--- src/hdl/salc_ram.sv ---
`default_nettype none

module salc_ram #(
    parameter int WIDTH = 32,
    parameter int DEPTH = 64,
    localparam int AW   = (DEPTH > 1) ? $clog2(DEPTH) : 1
) (
    input  wire logic             clk,
    input  wire logic             we,
    input  wire logic [AW-1:0]    waddr,
    input  wire logic [WIDTH-1:0] wdata,
    input  wire logic             re,
    input  wire logic [AW-1:0]    raddr,
    output logic      [WIDTH-1:0] rdata
);

    logic [WIDTH-1:0] mem_reg [DEPTH];
    logic [WIDTH-1:0] rdata_reg;

    always_ff @(posedge clk)
    begin
        if (we)
        begin
            mem_reg[waddr] <= wdata;
        end
        // hold the last read word until the next read
        if (re)
        begin
            rdata_reg <= mem_reg[raddr];
        end
    end

    assign rdata = rdata_reg;

endmodule

`default_nettype wire

--- config.mk ---
export PLATFORM = sky130hd
export DESIGN_NAME = salc_ram
export DESIGN_NICKNAME = d
export VERILOG_FILES = /design/src/hdl/salc_ram.sv
export SDC_FILE = /design/constraint.sdc
export NUM_CORES = 2
export LEC_CHECK = 0
export BUFFER_PORTS_ARGS = -buffer_cell sky130_fd_sc_hd__buf_2
export CORE_UTILIZATION = 40
export DETAILED_ROUTE_END_ITERATION = 12
export HOLD_SLACK_MARGIN = 0.05
export PLACE_DENSITY_LB_ADDON = 0.25
export SLEW_MARGIN = 20
export SYNTH_ARGS = -nofsm -noshare
export SYNTH_HDL_FRONTEND = slang
export SYNTH_SLANG_ARGS = --single-unit
--- constraint.sdc ---
create_clock -name clk -period 4.7 [get_ports clk]
set_clock_uncertainty 0.2 [all_clocks]
set_input_delay 0.47 -clock clk [delete_from_list [all_inputs] [get_ports clk]]
set_output_delay 0.47 -clock clk [all_outputs]
set_load 0.005 [all_outputs]
==> impl_metrics.json <==
{
  "mostFrequentLayoutCells": "edfxtp_1 (2080), mux4_2 (544), clkbuf_16 (212), buf_4 (192), mux2i_1 (93)",
  "numPortBuffers": 78,
  "yosysUniqueCellTypes": 33,
  "synthCells": 3324,
  "r2r_setup_slack_ns": 1.94,
  "hold_viol": 0,
  "die_x_um": 446,
  "p_per_area_nw_per_um2": 425,
  "drive_gt1_share_pct": 30.7,
  "postSynthNetCount": 3371,
  "slew_headroom_pct": 35.1,
  "cts-root-buf": "clkbuf_16",
  "worstSetupPathType": "in2reg",
  "initial_utilization_pct": 40.3,
  "dp_hpwl_um": 117000,
  "grt_util_all_layers_pct": 21.3,
  "largest_register_ff_count": 2048,
  "layout_min_cycle_time_ns": 3.17,
  "clk_pin_slew_ns": 0.06,
  "grt_pass1_vias": 37666,
  "power_w": 0.0385,
  "cp_common_cell": "nor2_1",
  "area_growth_pct": 14.7,
  "hold_path.class": "in2reg",
  "slew_violations": 0,
  "synth-seq-area-share_pct": 79.2,
  "worstSetupEndpointType": "flip-flop",
  "start_kind": "primary input",
  "cts_max_path_buffers": 3,
  "remaining_drc_errors": 0,
  "synth_seq_cells": 2080,
  "clock_latency_ns": 0.85,
  "peakVddDrop_mv": 0.384,
  "worstPathArrival_ns": 3.64,
  "final_common_cell": "edfxtp_1",
  "synth_area_per_cell_sq_um": 23.7,
  "num_rows": 162,
  "synth_area_sq_um": 78800,
  "rsz0062_at_grt": "no",
  "status": "complete, no violations",
  "finalSetupTns_ns": 0,
  "drt_iter0_drc": 4229,
  "routed_wirelength_um": 211000,
  "grt_remaining_overflow": 0,
  "worst_pin_slew_ns": 0.971,
  "fmaxAchievable_mhz": 316,
  "cts_sinks": 2080,
  "cts_made_buffers": 204,
  "finalCritPeriodShare_pct": 67.4,
  "grt_max_degree": 82,
  "globalplace.congestion": 0.811,
  "critPathMaxFanout": 81,
  "drt-pass1-iter-count": 5,
  "antenna_found_initial": 14,
  "die_h_um": 446,
  "required_ns": 5.17,
  "htreeDepth": 4,
  "postRouteAntennaNets": 0,
  "yosysWarningCount": 0,
  "cp_cell_sequence": "buf_8 -> buf_12 -> nand2b_1 -> o22ai_1 -> nor2_1 -> a21oi_1 -> nor2_1",
  "die-area_sq_um": 199000,
  "maxCapViolCount": 0,
  "via_per_inst": 5.80,
  "wl_per_cell_um": 32.8,
  "setup_viol": 0,
  "coreArea_sq_um": 195000,
  "vias": 37300,
  "post_cts_resize_count": 0,
  "tritoncts": "built",
  "io_pins": 79,
  "layout.nets": 3689,
  "leakagePower_nw": 28.0,
  "critPathMaxStageDelay_ns": 0.65,
  "grt_first_pass_wirelength_um": 294000,
  "cp_slowest_cell": "buf_8",
  "postCtsSetupBuffers": 0
}
worst max-delay path: cells and delay by family:
kind	cells	cell delay, ns
simple gates	3	1.34
compound gates	2	0.67
buf+inv	2	1.05
repair_timing:
item / in CTS / in global routing
hold buffers: 3 / 2
hold endpoints to repair: 68 / 98
endpoints found under the setup margin: 0 / 0
synth_stat cells:
| library cell | number | area, sq um |
|---|---|---|
| edfxtp_1 | 2080 | 62500 |
| mux4_2 | 544 | 12300 |
| nor2_1 | 137 | 514 |
| mux2i_1 | 93 | 931 |
| o22ai_1 | 84 | 526 |
| clkbuf_1 | 74 | 278 |
| a21oi_1 | 62 | 310 |
| buf_2 | 57 | 285 |
| o221ai_1 | 27 | 236 |
| nand2_1 | 26 | 97.6 |
| buf_4 | 25 | 188 |
| buf_1 | 21 | 78.8 |
| nor2b_1 | 15 | 93.8 |
| a22oi_1 | 12 | 90.1 |
| a311oi_1 | 8 | 70.1 |
| nand2b_1 | 8 | 50.1 |
| nor3_1 | 7 | 35.0 |
| buf_6 | 5 | 56.3 |
| nand3_1 | 5 | 25.0 |
| nand3b_1 | 5 | 37.5 |
| a41o_1 | 4 | 40.0 |
| and3_1 | 4 | 25.0 |
| o32ai_1 | 4 | 35.0 |
| or3_1 | 3 | 18.8 |
| or3b_2 | 3 | 26.3 |
| and2_1 | 2 | 12.5 |
| nand4_1 | 2 | 12.5 |
| or3b_1 | 2 | 17.5 |
| a31oi_1 | 1 | 6.26 |
| nand4b_1 | 1 | 8.76 |
| or2_0 | 1 | 6.26 |
| or2_1 | 1 | 6.26 |
| or2_2 | 1 | 6.26 |
through the flow:
stage                     cells  instance area [sq um]  hold slack (ns)  setup slack (ns)  util (%)
after floorplan            3324                  78800            0.369             0.870         -
after global placement     6055                  84000            0.662             0.538      43.0
after detailed placement   6055                  84000            0.666             0.556      43.0
after CTS                  6417                  90400           0.0613              1.45      46.2
after global routing       6424                  90400           0.0804              1.49      46.3
final                      6429                  90400           0.0759              1.53      46.3
final cells by class:
type	count	area [sq um]
repair buffers	294	2330
diodes	10	25.0
flip-flops and latches	2080	62500
multi-input cells	1062	16000
clock buffers	261	5490
well taps	2624	3280
fillers	16074	105000
clock inverters	98	856
where the power goes:
group	total (W)	internal, W	switching (W)
Combinational	0.00202	0.000724	0.00130
Sequential	0.0206	0.0206	0.0000665
Clock	0.0158	0.00900	0.00679
Total	0.0385	0.0303	0.00815
worst paths after layout:
path / endpoint / from / cells past startpoint
max: rdata[12] / raddr[2] / 7
min: mem_reg[20][14] / wdata[14] / 1
max reg2reg: rdata[27] / mem_reg[30][27] / 4
min reg2reg: rdata[17] / mem_reg[28][17] / 4
kinds of logic after synthesis:
logic type | Yosys count | share of synthesized area [%]
flops | 2080 | 79.2
mux | 637 | 16.7
buf+inv | 182 | 1.12
compound gates | 202 | 1.67
simple gates | 223 | 1.26
per-layer routing:
layer	up-vias	routed length (um)	track usage, %
li1	14929	-	-
met1	20602	87900	30.1
met2	1498	102000	34.2
met3	265	15200	3.45
met4	6	5250	5.85
met5	-	24	0
Power figures use the tool's default switching activity.
