===== src/hdl/salc_pkg.sv =====
`default_nettype none

package salc_pkg;

    // access kinds; the remaining code is ignored by the block
    localparam logic [1:0] KIND_LOAD   = 2'd0;
    localparam logic [1:0] KIND_STORE  = 2'd1;
    localparam logic [1:0] KIND_MODIFY = 2'd2;

    // configuration register indexes (byte address = 4 * index)
    localparam logic [1:0] REG_SET_BITS   = 2'd0;
    localparam logic [1:0] REG_BLOCK_BITS = 2'd1;
    localparam logic [1:0] REG_WAYS       = 2'd2;

    localparam int CFG_ADDR_W = 4;
    localparam int CFG_DATA_W = 32;

    localparam logic [2:0] SET_BITS_RST   = 3'd4;
    localparam logic [5:0] BLOCK_BITS_RST = 6'd4;
    localparam logic [3:0] WAYS_RST       = 4'd1;

    localparam int          CNT_W   = 32;
    localparam logic [31:0] CNT_MAX = 32'hFFFF_FFFF;

    // outcome of one lookup
    typedef struct packed {
        logic hit;
        logic evicted;
    } salc_status_t;

endpackage

`default_nettype wire


===== src/hdl/salc_access.sv =====
`default_nettype none

module salc_access #(
    parameter int MAX_WAYS = 8,
    parameter int TAG_W    = 64,
    localparam int RANK_W  = (MAX_WAYS > 1) ? $clog2(MAX_WAYS) : 1,
    localparam int FILL_W  = $clog2(MAX_WAYS + 1)
) (
    input  wire logic [FILL_W-1:0]                  ways,
    input  wire logic [TAG_W-1:0]                   tag,
    input  wire logic [FILL_W-1:0]                  fill,
    input  wire logic [MAX_WAYS-1:0]                valid,
    input  wire logic [MAX_WAYS-1:0][RANK_W-1:0]    rank,
    input  wire logic [MAX_WAYS-1:0][TAG_W-1:0]     tags,
    output salc_pkg::salc_status_t                  status,
    output logic      [FILL_W-1:0]                  fill_new,
    output logic      [MAX_WAYS-1:0]                valid_new,
    output logic      [MAX_WAYS-1:0][RANK_W-1:0]    rank_new,
    output logic      [MAX_WAYS-1:0][TAG_W-1:0]     tags_new
);

    import salc_pkg::*;

    localparam logic [RANK_W-1:0] RANK_MAX = RANK_W'(MAX_WAYS - 1);

    logic [MAX_WAYS-1:0] in_use;
    logic [MAX_WAYS-1:0] match;
    logic                hit;
    logic                fill_ok;
    logic [RANK_W-1:0]   hit_way;
    logic [RANK_W-1:0]   victim;
    logic [RANK_W-1:0]   target;
    logic [RANK_W-1:0]   limit;

    always_comb
    begin
        for (int i = 0; i < MAX_WAYS; i++)
        begin
            in_use[i] = FILL_W'(i) < ways;
            match[i]  = in_use[i] && valid[i] && (tags[i] == tag);
        end
    end

    assign hit     = |match;
    assign fill_ok = fill < ways;

    // lowest matching way
    always_comb
    begin
        logic found;
        found   = 1'b0;
        hit_way = '0;
        for (int i = 0; i < MAX_WAYS; i++)
        begin
            if (match[i] && !found)
            begin
                hit_way = RANK_W'(i);
                found   = 1'b1;
            end
        end
    end

    // oldest in-use way, lowest way on a tie
    always_comb
    begin
        logic [RANK_W-1:0] best;
        best   = '0;
        victim = '0;
        for (int i = 0; i < MAX_WAYS; i++)
        begin
            if (in_use[i] && valid[i] && (rank[i] > best))
            begin
                best   = rank[i];
                victim = RANK_W'(i);
            end
        end
    end

    always_comb
    begin
        if (hit)
        begin
            target = hit_way;
        end
        else if (fill_ok)
        begin
            target = fill[RANK_W-1:0];
        end
        else
        begin
            target = victim;
        end
    end

    assign limit = rank[hit_way];

    // age every younger line by one, then make the target the newest
    always_comb
    begin
        rank_new = rank;
        for (int i = 0; i < MAX_WAYS; i++)
        begin
            if ((RANK_W'(i) != target) && in_use[i] && valid[i]
                && (!hit || (rank[i] < limit)) && (rank[i] != RANK_MAX))
            begin
                rank_new[i] = rank[i] + 1'b1;
            end
        end
        rank_new[target] = '0;
    end

    always_comb
    begin
        valid_new = valid;
        tags_new  = tags;
        if (!hit)
        begin
            valid_new[target] = 1'b1;
            tags_new[target]  = tag;
        end
    end

    assign fill_new       = (!hit && fill_ok) ? fill + 1'b1 : fill;
    assign status.hit     = hit;
    assign status.evicted = !hit && !fill_ok;

endmodule

`default_nettype wire


===== config.mk =====
export PLATFORM = sky130hd
export DESIGN_NAME = salc_access
export DESIGN_NICKNAME = d
export VERILOG_FILES = /design/src/hdl/salc_pkg.sv /design/src/hdl/salc_access.sv
export SDC_FILE = /design/constraint.sdc
export NUM_CORES = 1
export LEC_CHECK = 0
export ABC_AREA = 1
export BUFFER_PORTS_ARGS = -buffer_cell sky130_fd_sc_hd__buf_4
export CAP_MARGIN = 10
export CORE_AREA = 2 2 459 461
export DETAILED_ROUTE_END_ITERATION = 8
export DIE_AREA = 0 0 461 463
export PLACE_DENSITY_LB_ADDON = 0.08
export SLEW_MARGIN = 0
export SYNTH_ARGS = -nofsm -noshare
export SYNTH_HDL_FRONTEND = slang
export SYNTH_SLANG_ARGS = --single-unit

===== constraint.sdc =====
create_clock -name vclk -period 20.2
set_clock_uncertainty 0.2 [all_clocks]
set_input_delay 4.04 -clock vclk [all_inputs]
set_output_delay 4.04 -clock vclk [all_outputs]
set_load 0.05 [all_outputs]

==> flow_metrics.env, run 1 <==
export IMPL_ff_latch_area_sq_um=0
export IMPL_startpoint="rank[0]"
export IMPL_grt_max_degree=142
export IMPL_fin_crit_sh=0.923
export IMPL_met1_usage=0.325
export IMPL_die_w_um=461
export IMPL_synth_top_area_frac=0.346
export IMPL_grt_pass1_vias=27621
export IMPL_min_period_ns=18.64
export IMPL_hold_depth=4
export IMPL_min_path_type="primary input to output port"
export IMPL_grt_busiest_layer="met2"
export IMPL_cts_resized=0
export IMPL_grt_overflow=0
export IMPL_io_buffer_count=1166
export IMPL_drc=0
export IMPL_hpwl_mm=246
export IMPL_coreArea_sq_um=209000
export IMPL_slew_headroom=0.119
export IMPL_clock_buffers=0
export IMPL_place_area_sq_um=28200
export IMPL_final_cell_mix="1514 x nand2_1, 1209 x buf_4, 447 x nand3_1"
export IMPL_io_pins=1166
export IMPL_fill_cells=24876
export IMPL_setup_viol=0
export IMPL_wl_per_cell_um=40.4
export IMPL_mostFrequentLayoutCell="nand2_1"
export IMPL_synth_cells=3341
export IMPL_syn_nets=4007
export IMPL_hold_worst_slack_ns=8.25
export IMPL_rows=168
export IMPL_fin_setup_tns_ns=0
export IMPL_hp_start="tags[158]"
export IMPL_arrival_ns=14.40
export IMPL_slowest_delay_ns=0.63
export IMPL_design_seq_count=0
export IMPL_hold_viol=0
export IMPL_clock_fmax_mhz=53.6
export IMPL_drive_gt1_frac=0.297
export IMPL_dr_pass1_iters=6
export IMPL_syn_area_sq_um=16500
export IMPL_dieArea_sq_um=213000
export IMPL_crit_path_end_kind="output port"
export IMPL_cts_hold_buffers=0
export IMPL_antenna_left=0
export IMPL_synth_top_area_cell="nand2_1"
export IMPL_ys_seq_area_frac=0
export IMPL_first_iter_violations=2146
export IMPL_antenna_found_initial=78
export IMPL_critPathSlowestCell="buf_4"
export IMPL_crit_fanout=42
export IMPL_met3_usage=0.0456
export IMPL_area_delta_synth_final_pct=70.9
export IMPL_use_met2=0.447
export IMPL_instances_no_fill=7133
export IMPL_gp_congestion=0.882
export IMPL_synth_cell_types=46
export IMPL_final_nets=4961
export IMPL_track_usage=0.257
export IMPL_dp_cells=7098
export IMPL_worstPathRequired_ns=15.96
export IMPL_status="finished clean"
export IMPL_critPathKind="primary input to output port"
export IMPL_vias=27978
export IMPL_cp_start_kind="primary input"
export IMPL_drt_total_wl_mm=288
export IMPL_fin_area_sq_um=28300
export IMPL_max_cap_viol_count=0
export IMPL_yosys_warnings=0
export IMPL_syn_avg_cell_area_sq_um=4.95
export IMPL_synth_area_leaders="nand2_1 35%, nand3_1 14%, xor2_1 11%, xnor2_1 8.4%, buf_2 6.5%"
export IMPL_slew_violations=0
export IMPL_worst_pin_slew_ns=1.32
export IMPL_viasPerCell=3.92
export IMPL_start_util=0.0793
export IMPL_crit_path_frequent_cell="ha_1"
export IMPL_dieHeight_um=463
export IMPL_rsz0062_at_grt="no"
export IMPL_cts_setup_buffers=0
export IMPL_grt_first_pass_wirelength_mm=350
## cells in the mapped netlist, drive strengths merged (6+ instances only)
cell and number:
nand3b 12, xnor2 158, a211oi 6, xor2 200, o22ai 34, o21ai 90, clkbuf 32, nand4 53
buf 238, nor4 29, nand3 453, nor2 182, ha 50, inv 159, a22o 10, nor3 32
or2 12, a21oi 23, o2111ai 7, nand2 1530
## metal layers
layer / share of wire / vias up
met5: 0.00036 / -
met1: 0.43 / 13902
met3: 0.058 / 162
met4: 0.026 / 16
li1: - / 12567
met2: 0.48 / 1331
## through the flow
stage / setup WS, ns / utilization
finish: 1.56 / 0.135
global route: 0.591 / 0.135
CTS: 1.50 / 0.135
detailed placement: 1.54 / 0.135
global placement: 1.38 / 0.135
floorplan: 3.79 / -
## worst paths after layout
check	end	slack, ns
worst max-delay path	tags_new[225]	1.56
worst min-delay path	tags_new[158]	8.25
## area by class of cell
| type | instances | area (sq um) | share of cell area |
|---|---|---|---|
| multi-input combinational | 2909 | 14700 | 0.521 |
| timing repair buffer | 1222 | 9340 | 0.330 |
| tap | 2805 | 3510 | 0.124 |
| inverter | 162 | 611 | 0.0216 |
| antenna | 35 | 87.6 | 0.00310 |
## critical path, delay by kind of cell
family                     cells  cell delay [ns]
AOI/OAI and AO/OA             14             2.73
adders and majority gates      8             2.27
buffers and inverters         10             2.02
and+or+nand+nor               26             3.17
## cell families (layout without fill, tap and decap cells)
| group | after synthesis | in the layout | synth area share |
|---|---|---|---|
| buffers and inverters | 432 | 1384 | 0.119 |
| AND/OR/NAND/NOR | 2311 | 2311 | 0.585 |
| XOR/XNOR | 358 | 358 | 0.190 |
| other | 0 | 35 | 0 |
| AO/OA/AOI/OAI | 190 | 190 | 0.0687 |
| adder cells (fa/ha/maj) | 50 | 50 | 0.0378 |
==> run 2: changes to the inputs <==
--- a/config.mk
+++ b/config.mk
@@ -5,12 +5,11 @@
 export SDC_FILE = /design/constraint.sdc
 export NUM_CORES = 1
 export LEC_CHECK = 0
-export ABC_AREA = 1
 export BUFFER_PORTS_ARGS = -buffer_cell sky130_fd_sc_hd__buf_4
 export CAP_MARGIN = 10
-export CORE_AREA = 2 2 459 461
+export CORE_AREA = 2 2 452 454
 export DETAILED_ROUTE_END_ITERATION = 8
-export DIE_AREA = 0 0 461 463
+export DIE_AREA = 0 0 454 456
 export PLACE_DENSITY_LB_ADDON = 0.08
 export SLEW_MARGIN = 0
 export SYNTH_ARGS = -nofsm -noshare
==> flow_metrics.env, run 2 <==
export IMPL_status="finished clean"
export IMPL_antenna_left=0
export IMPL_powerDensity_nw_per_um2=65.4
export IMPL_dieHeight_um=456
export IMPL_io_buffer_count=1166
export IMPL_dieArea_sq_um=207000
export IMPL_critical_path_buf_inv_count=5
export IMPL_crit_path_end_kind="output port"
export IMPL_dp_cells=5597
export IMPL_first_iter_violations=902
export IMPL_syn_nets=2508
export IMPL_leakagePower_uw=0.0117
export IMPL_p_comb_frac=1.000
export IMPL_min_path_type="primary input to output port"
export IMPL_syn_area_sq_um=15700
export IMPL_drive_gt1_frac=0.624
export IMPL_slew_violations=0
export IMPL_grt_max_degree=36
export IMPL_viasPerCell=3.46
export IMPL_critPathSlowestCell="o41a_4"
export IMPL_clock_buffers=0
export IMPL_slowest_delay_ns=0.53
export IMPL_track_usage=0.207
export IMPL_instances_no_fill=5636
export IMPL_fin_area_sq_um=28500
export IMPL_rows=165
export IMPL_synth_commonest_cells="424 x mux2_2, 395 x xnor2_1, 110 x xor2_1"
export IMPL_io_pins=1166
export IMPL_grt_pass1_vias=20648
export IMPL_area_delta_synth_final_pct=81.3
export IMPL_post_route_util=0.141
export IMPL_fin_crit_sh=0.972
export IMPL_yosys_warnings=0
export IMPL_worstPathRequired_ns=15.96
export IMPL_setup_viol=0
export IMPL_critPathKind="primary input to output port"
export IMPL_ff_latch_area_sq_um=0
export IMPL_hp_start="fill[3]"
export IMPL_syn_avg_cell_area_sq_um=8.54
export IMPL_hpwl_mm=199
export IMPL_crit_family="compound AO/OA/AOI/OAI gates"
export IMPL_clock_fmax_mhz=50.9
export IMPL_crit_path_frequent_cell="ha_1"
export IMPL_start_util=0.0780
export IMPL_vias=19493
export IMPL_final_nets=3614
export IMPL_pwr_share_clk=0
export IMPL_grt_overflow=0
export IMPL_drc=0
export IMPL_hold_viol=0
export IMPL_gp_congestion=0.811
export IMPL_max_cap_viol_count=0
export IMPL_switching_share=0.665
export IMPL_design_seq_count=0
export IMPL_multi_input_area_sq_um=14800
export IMPL_grt_first_pass_wirelength_mm=271
export IMPL_crit_fanout=10
export IMPL_yosysMostFrequentCell="mux2_2"
export IMPL_ys_seq_area_frac=0
export IMPL_synth_area_leaders="mux2_2 30%, xnor2_1 22%, xor2_1 6.1%, mux2_4 4.8%, nand4_1 4.2%"
export IMPL_synth_top_area_frac=0.303
export IMPL_startpoint="ways[3]"
export IMPL_coreArea_sq_um=202000
export IMPL_place_area_sq_um=28100
export IMPL_worst_pin_slew_ns=1.33
export IMPL_wl_per_cell_um=40.0
export IMPL_die_w_um=454
export IMPL_drt_total_wl_mm=225
export IMPL_dr_pass1_iters=5
export IMPL_min_period_ns=19.63
export IMPL_fill_cells=23292
export IMPL_synth_cell_types=75
export IMPL_arrival_ns=15.39
export IMPL_synth_top_area_cell="mux2_2"
export IMPL_p_total_uw=1870
export IMPL_antenna_found_initial=72
export IMPL_synth_cells=1842
export IMPL_cp_start_kind="primary input"
export IMPL_final_cell_mix="1260 x buf_4, 423 x mux2_2, 391 x xnor2_1"
export IMPL_slew_headroom=0.103
export IMPL_seqPwrFrac=0
export IMPL_intPower_uw=625
export IMPL_power_switching_uw=1240
export IMPL_ir_worst_vdd_v=0.0000273
export IMPL_mostFrequentLayoutCell="buf_4"
-- run 2: cell count changes after synthesis, moves of 64 or more --
cell | previous run | this run
o21ai_0 | 89 | 25
nand2_1 | 1522 | 23
xor2_1 | 200 | 110
inv_1 | 155 | 33
mux2_2 | 0 | 424
buf_2 | 216 | 91
xnor2_1 | 158 | 395
nand3_1 | 447 | 17
nor2_1 | 176 | 51
-- run 2: area by class of cell --
class,instances,share of cell area
inverter,33,0.00434
antenna,18,0.00158
multi-input combinational,1612,0.518
tap,2672,0.117
timing repair buffer,1301,0.359
-- run 2: what timing repair did --
item,in CTS,in global routing
setup buffers,0,18
setup endpoints to repair,26,542
cloned,0,3
pin swaps,0,13
hold buffers,0,0
resized for setup,1,30
-- run 2: path summary, 6_finish.rpt --
path	slack [ns]	endpoint	depth (start not counted)
hold / removal	8.23	fill_new[3]	3
setup / recovery	0.57	tags_new[291]	53
-- run 2: routing by layer --
metal | GRT usage | vias to the layer above | wire length (um)
li1 | - | 8844 | -
met1 | 0.241 | 9762 | 90500
met2 | 0.403 | 791 | 122000
met3 | 0.0366 | 90 | 11400
met4 | 0.00910 | 6 | 1580
met5 | 0 | - | 35
-- run 2: cells by family after synthesis --
group | share of synthesized area
buf+inv | 0.0743
mux | 0.406
compound gates | 0.0712
xor+xnor | 0.281
simple gates | 0.125
fa+ha+maj | 0.0418
-- run 2: metrics by stage --
stage / hold WS, ns / TNS, ns / worst slack (ns)
final: 8.23 / 0 / 0.572
after global routing: 8.25 / -0.278 / -0.0369
after CTS: 8.24 / 0 / 0.00746
after detailed placement: 8.24 / -0.0491 / -0.0140
after global placement: 8.23 / -0.202 / -0.0162
after floorplan: 8.10 / 0 / 0.559
-- run 2: power groups by stage --
stage | clock network (uW) | logic, uW | registers (uW)
5_1_grt | 0.0000337 | 1940 | 0
4_1_cts | 0 | 1880 | 0
3_5_place_dp | 0 | 1870 | 0
3_3_place_gp | 0 | 1880 | 0
2_1_floorplan | 0 | 1040 | 0
6_report | 0.0000407 | 1870 | 0
(Power assumes the default switching activity.)
